**src/rtl/tfl_pkg.sv**
```systemverilog
// ----------------------------------------------------------------------------
// tfl_pkg
// Shared types, register indexes and constants of the tilt filter and
// balance controller.
// ----------------------------------------------------------------------------
package tfl_pkg;

  // Register indexes on the configuration port.
  localparam logic [2:0] REG_GAIN_ANGLE    = 3'd0;
  localparam logic [2:0] REG_GAIN_RATE     = 3'd1;
  localparam logic [2:0] REG_GAIN_SPEED    = 3'd2;
  localparam logic [2:0] REG_GAIN_INTEGRAL = 3'd3;
  localparam logic [2:0] REG_ANGLE_OFFSET  = 3'd4;
  localparam logic [2:0] REG_BLEND_COEFF   = 3'd5;

  // Register values after reset.
  localparam logic [31:0] RST_GAIN_ANGLE    = 32'hFEA1_C852;
  localparam logic [31:0] RST_GAIN_RATE     = 32'hFFD0_C51F;
  localparam logic [31:0] RST_GAIN_SPEED    = 32'd486277;
  localparam logic [31:0] RST_GAIN_INTEGRAL = 32'd0;
  localparam logic [23:0] RST_ANGLE_OFFSET  = 24'd229376;
  localparam logic [15:0] RST_BLEND_COEFF   = 16'd64881;

  // Filter state after reset: three degrees in Q16.16.
  localparam logic signed [24:0] RST_FILTERED_ANGLE = 25'sd196608;

  // Fixed-point constants.
  localparam logic signed [22:0] DEG_PER_RAD   = 23'sd3755047;
  localparam logic signed [27:0] RAD_PER_DEG   = 28'sd74961321;
  localparam logic signed [24:0] ANGLE_LIMIT   = 25'sd11796480;
  localparam logic [12:0]        GYRO_HALF_DIV = 13'd7812;
  // Reciprocal of 15625 scaled by 2^52, rounded up; exact for 38-bit dividends.
  localparam logic [38:0]        GYRO_RECIP    = 39'd288230376152;

  // Depth of the queue between the front and the back end.
  localparam int QUEUE_DEPTH = 2;

  // One input item as it travels through the queue.
  typedef struct packed {
    logic [15:0] accel_x;
    logic [15:0] accel_y;
    logic [15:0] accel_z;
    logic [19:0] gyro_rate;
    logic [31:0] wheel_speed;
    logic [31:0] speed_ref;
    logic [15:0] elapsed_us;
  } in_item_t;

  // Configuration register file.
  typedef struct packed {
    logic [31:0] gain_angle;
    logic [31:0] gain_rate;
    logic [31:0] gain_speed;
    logic [31:0] gain_integral;
    logic [23:0] angle_offset;
    logic [15:0] blend_coeff;
  } cfg_t;

  // Arctangent table, atan(2^-i) in Q0.30.
  function automatic logic [29:0] atan_q30(input logic [4:0] idx);
    case (idx)
      5'd0:    return 30'd843314857;
      5'd1:    return 30'd497837829;
      5'd2:    return 30'd263043837;
      5'd3:    return 30'd133525159;
      5'd4:    return 30'd67021687;
      5'd5:    return 30'd33543516;
      5'd6:    return 30'd16775851;
      5'd7:    return 30'd8388437;
      5'd8:    return 30'd4194283;
      5'd9:    return 30'd2097149;
      5'd10:   return 30'd1048575;
      5'd11:   return 30'd524288;
      5'd12:   return 30'd262144;
      5'd13:   return 30'd131072;
      5'd14:   return 30'd65536;
      5'd15:   return 30'd32768;
      5'd16:   return 30'd16384;
      5'd17:   return 30'd8192;
      5'd18:   return 30'd4096;
      5'd19:   return 30'd2048;
      5'd20:   return 30'd1024;
      5'd21:   return 30'd512;
      5'd22:   return 30'd256;
      5'd23:   return 30'd128;
      default: return 30'd0;
    endcase
  endfunction

endpackage

```
**src/rtl/tfl_front.sv**
```systemverilog
// ----------------------------------------------------------------------------
// tfl_front
// Input side: takes stream transfers, unpacks them into items and holds
// them in a short queue for the back end.
// ----------------------------------------------------------------------------
module tfl_front
  import tfl_pkg::*;
(
  input  logic         clk,
  input  logic         rst_n,
  input  logic         in_tvalid,
  output logic         in_tready,
  input  logic [151:0] in_tdata,
  output logic         q_valid,
  input  logic         q_ready,
  output in_item_t     q_item
);

  localparam int PW = $clog2(QUEUE_DEPTH);

  in_item_t        mem_r [QUEUE_DEPTH];
  logic [PW-1:0]   wr_ptr_r;
  logic [PW-1:0]   rd_ptr_r;
  logic [PW:0]     count_r;
  in_item_t        item;
  logic            push;
  logic            pop;

  // Unpack the transfer, first field in the lowest bits.
  always_comb begin
    item.accel_x     = in_tdata[15:0];
    item.accel_y     = in_tdata[31:16];
    item.accel_z     = in_tdata[47:32];
    item.gyro_rate   = in_tdata[67:48];
    item.wheel_speed = in_tdata[99:68];
    item.speed_ref   = in_tdata[131:100];
    item.elapsed_us  = in_tdata[147:132];
  end

  assign in_tready = (count_r != (PW+1)'(QUEUE_DEPTH));
  assign q_valid   = (count_r != '0);
  assign q_item    = mem_r[rd_ptr_r];
  assign push      = in_tvalid && in_tready;
  assign pop       = q_valid && q_ready;

  // Queue storage.
  always_ff @(posedge clk) begin
    if (push) begin
      mem_r[wr_ptr_r] <= item;
    end
  end

  // Queue pointers and fill level.
  always_ff @(posedge clk) begin
    if (!rst_n) begin
      wr_ptr_r <= '0;
      rd_ptr_r <= '0;
      count_r  <= '0;
    end else begin
      if (push) begin
        wr_ptr_r <= (wr_ptr_r == PW'(QUEUE_DEPTH-1)) ? '0 : wr_ptr_r + 1'b1;
      end
      if (pop) begin
        rd_ptr_r <= (rd_ptr_r == PW'(QUEUE_DEPTH-1)) ? '0 : rd_ptr_r + 1'b1;
      end
      if (push && !pop) begin
        count_r <= count_r + 1'b1;
      end else if (pop && !push) begin
        count_r <= count_r - 1'b1;
      end
    end
  end

endmodule

```
**config.mk**
```make
export PLATFORM = sky130hd
export DESIGN_NAME = tfl_front
export DESIGN_NICKNAME = d
export VERILOG_FILES = /design/src/rtl/tfl_pkg.sv /design/src/rtl/tfl_front.sv
export SDC_FILE = /design/constraint.sdc
export NUM_CORES = 1
export LEC_CHECK = 0
export BUFFER_PORTS_ARGS = -buffer_cell sky130_fd_sc_hd__buf_2
export CORE_ASPECT_RATIO = 1.1
export CORE_UTILIZATION = 56
export CTS_CLUSTER_SIZE = 16
export DETAILED_ROUTE_END_ITERATION = 16
export HOLD_SLACK_MARGIN = 0.02
export PLACE_DENSITY = 0.85
export RECOVER_POWER = 100
export SETUP_SLACK_MARGIN = 0.5
export SLEW_MARGIN = 20
export SYNTH_ARGS = -nofsm -noshare
export SYNTH_HDL_FRONTEND = slang
export SYNTH_SLANG_ARGS = --single-unit
```
**constraint.sdc**
```tcl
create_clock -name clk -period 7.6 [get_ports clk]
set_clock_uncertainty 0.15 [all_clocks]
set_input_delay 0.76 -clock clk [delete_from_list [all_inputs] [get_ports clk]]
set_output_delay 0.76 -clock clk [all_outputs]
set_load 0.01 [all_outputs]
```
# Yosys cells after proc, flatten, opt, wreduce, memory -nomap -nowiden
# Memories as Yosys holds them, arrays and structs flattened. A register that Yosys moved wholly into a read port is not among the register bits.
# Cells that the tools add are included.
# op_classes
add_sub_neg,4
reduce_logical,8
eq_ne,1
n_mux,8
# op_table
cell,n
$mux W1,6
$logic_and A1 B1 Y1,4
$mux W2,2
$reduce_bool A2 Y1,2
$add A1 B1 Y1 const B,2
$add A2 B1 Y2 const B,1
$logic_not A1 Y1,2
$ne A2 B2 Y1 const B,1
$sub A2 B1 Y2 const B,1
# totals
memories,1
mem_bits_rw,296
ff_bits,4
word_cells,25
inputBits,156
out_inout_bits,150
# mem_list
name,words,width,read_ports,rd_clocked_by_memory_dff,wr,line_no,text
mem_r,2,148,1,1,1,tfl_front.sv:21,in_item_t mem_r [QUEUE_DEPTH];

# Depth between registers and ports, before layout
# logic_depth
ltp_word,6
depth_mapped,6
depth_no_buf,6

# Least setup slack after synthesis
# Ideal clock, no wire load.
# synth_timing
path_kind,input port to flip-flop
from,input port in_tvalid
to,memory mem_r[1][0] (netlist bit) (enable)
path_slack_ns,2.717
path_stages,1
t_required_ns,6.924
arrival_time_ns,4.207
setup_ns,0.526
cell_sequence,and3_1
# synth_between
elab_chain_len,3
# synth_lines
element,line_no,text
from (decl),tfl_front.sv:11,"input logic in_tvalid,"
$logic_and A1 B1 Y1,tfl_front.sv:43,assign push = in_tvalid && in_tready;
$mux W1,tfl_front.sv:48,if (push) begin
$mux W1 (implied by the code),tfl_front.sv:49,mem_r[wr_ptr_r] <= item;
to (decl),tfl_front.sv:21,
# No other way between the ends.

==> results.sh <==
export IMPL_outcome="finished with violations"
export IMPL_violations="capacitance limit, slew limit"
export IMPL_die_w_um=135.4
export IMPL_worstPathRequired_ns=6.69
export IMPL_drt_iter0_drc=283
export IMPL_setup_slack_ns=2.980
export IMPL_fin_cells=1074
export IMPL_grt_overflow_total=0
export IMPL_setup_violations=0
export IMPL_clock_latency_ns=0.53
export IMPL_syn_instance_count=484
export IMPL_cp_end_kind="output pin"
export IMPL_groute_layer_met2_usage_pct=34.41
export IMPL_rows=53
export IMPL_port_buffers=301
export IMPL_tritoncts="yes"
export IMPL_hold_buffers=0
export IMPL_synth_adder_area_share_pct=0.1142
export IMPL_die_height_um=148.7
export IMPL_grt_met3_usage_pct=5.590
export IMPL_grt_max_degree=96
export IMPL_worstSetupPathType="flip-flop to output pin"
export IMPL_slew_limit_headroom_pct=-102.7
export IMPL_cts_max_path_buffers=3
export IMPL_coreArea_um2=19160
export IMPL_fin_crit_ns=4.620
export IMPL_finalNetCount=961
export IMPL_power_per_cell_area_nw_per_um2=337.3
export IMPL_synth_fp_nets=641
export IMPL_cp_start_kind="flip-flop"
export IMPL_vias=5595
export IMPL_die_area_um2=20130
export IMPL_critical_path_arrival_ns=3.71
export IMPL_ys_seq_area_share_pct=82.03
export IMPL_cts_sinks=301
export IMPL_antenna_found_initial=2
export IMPL_h_tree_depth=1
export IMPL_fillCellCount=1353
export IMPL_synth_xor_area_share_pct=0.2398
export IMPL_synth_area_um2=10960
export IMPL_grt_setup_unrepaired="no"
export IMPL_drive_above_1_share_pct=35.76
export IMPL_drt_wirelength_per_cell_um=18.65
export IMPL_hold_violations=0
export IMPL_synth_top_family_by_area="multiplexers"
export IMPL_ir_drop_v=0.0002892
export IMPL_placed_area_um2=12660
export IMPL_start_util_pct=57.18
export IMPL_grt_util_met1_pct=20.84
export IMPL_track_usage_pct=19.02
export IMPL_synthSimpleGateAreaFrac_pct=0.5937
export IMPL_drc_errors=0
export IMPL_grt_busiest_layer="met2"
export IMPL_fin_crit_sh_pct=60.78
export IMPL_ant_nets=0
export IMPL_path_clk_slew_ns=0.06
export IMPL_grt_pass1_wl_mm=29.20
export IMPL_syn_area_per_cell_um2=22.64
export IMPL_ys_warn_count=0
export IMPL_placedCellCount=1020
export IMPL_min_path_type="input port to flip-flop"
export IMPL_place_congestion=0.7451
export IMPL_dr_pass1_iters=4
export IMPL_power_total_uw=4488
export IMPL_seq_area_um2=8992
export IMPL_via_per_inst=5.209
export IMPL_synth_cell_types=21
export IMPL_ff2ff_setup_slack_ns=3.20
export IMPL_ioPinCount=306
export IMPL_muxShareOfSynthArea_pct=15.21
export IMPL_tightest_slew_ns=3.040
export IMPL_synth_seq_cells=301
export IMPL_synth_compound_area_share_pct=0.3197
export IMPL_drt_total_wl_mm=20.03
export IMPL_slew_violations=179
export IMPL_cp_max_fo=77
export IMPL_multiInputGateArea_um2=1798
export IMPL_pre_cts_slack_ns=4.098
export IMPL_first_global_vias=5768
export IMPL_clock_fmax_mhz=216.5
export IMPL_setup_tns_final_ns=0
export IMPL_final_cell_mix="edfxtp_1, clkbuf_1, mux2_2, buf_2, clkbuf_16"
export IMPL_power_leakage_uw=0.004499
export IMPL_final_common_cell="edfxtp_1"
export IMPL_syn_to_final_growth_pct=21.43
export IMPL_hpwl_mm=12.79
export IMPL_cts_root_buf="clkbuf_16"
export IMPL_drv_cap=3
export IMPL_cts_resized=0
export IMPL_final_cell_area_um2=13310
export IMPL_postCtsSetupRepairBufs=0
export IMPL_cts_buffers=29
## worst max-delay path, stage by stage (launching register included)
cell,delay [ns]
dfxtp_4,0.96
clkbuf_2,1.55
mux2_2,0.45
clkbuf_1,0.16
## per-layer routing
metal	up-vias	wire, µm	part of all wire, %
met2	220	10510	52
met1	2754	7331	37
met5	-	0	0
li1	2579	-	-
met3	42	1654	8.3
met4	0	536	2.7
## sequential cells by signal, indices dropped and copies added, names as in the netlist, named ones only
name,cells
count_r,2
mem_r,296
rd_ptr_r,1
wr_ptr_r,1
## metrics by stage
step	hold slack (ns)	util (%)
after floorplan	0.3624	-
after global placement	0.3841	66.04
after detailed placement	0.3991	66.04
after CTS	0.2387	70.81
after global routing	0.2365	69.43
final	0.2621	69.43
## report_power, final
group          internal, µW  total [µW]  switching, µW
combinational           415         939            524
clock                   799        1370            567
sequential             2080        2180           99.8
## cells in the mapped netlist
library cell	count	area share [%]
nand3b_1	1	0.069
a21boi_0	1	0.069
nand2b_4	1	0.13
o21ai_0	1	0.046
buf_2	2	0.091
a21boi_1	1	0.069
edfxtp_1	296	81
or3_1	1	0.057
a21bo_2	1	0.091
xnor2_1	2	0.16
and3_1	1	0.057
xor2_1	1	0.080
dfxtp_1	5	0.91
or2_2	1	0.057
and2_1	4	0.23
buf_4	2	0.14
inv_1	1	0.034
mux2_2	148	15
o21ai_1	1	0.046
buf_6	12	1.2
ha_1	1	0.11
## cell families (layout without fill, tap and decap cells)
logic type               count (synthesis)  after routing
AND/OR/NAND/NOR                          9              9
flip-flops                             301            301
other                                    0              2
XOR/XNOR                                 3              3
adder cells (fa/ha/maj)                  1              1
buffers and inverters                   17            358
AO/OA/AOI/OAI                            5              5
multiplexers                           148            148
## final cells by class
| type | instances | share of cell area [%] |
|---|---|---|
| Clock buffer | 33 | 5.567 |
| Sequential cell | 301 | 67.58 |
| Timing Repair Buffer | 305 | 9.619 |
| Multi-Input combinational cell | 166 | 13.51 |
| Inverter | 1 | 0.06582 |
| Clock inverter | 19 | 1.298 |
| Antenna cell | 2 | 0.03761 |
| Tap cell | 247 | 2.323 |
## final timing paths
kind | start | endpoint | cells after the start
setup / recovery | flip-flop | q_item[75] | 3
hold / removal | in_tdata[62] | mem_r[1][94]$_DFFE_PP_ | 1
setup reg to reg | count_r[0]$_SDFFE_PN0P_ | mem_r[0][89]$_DFFE_PP_ | 4
hold reg to reg | count_r[1]$_SDFFE_PN0P_ | count_r[1]$_SDFFE_PN0P_ | 2
No activity file was read; power rests on OpenSTA's default activity.
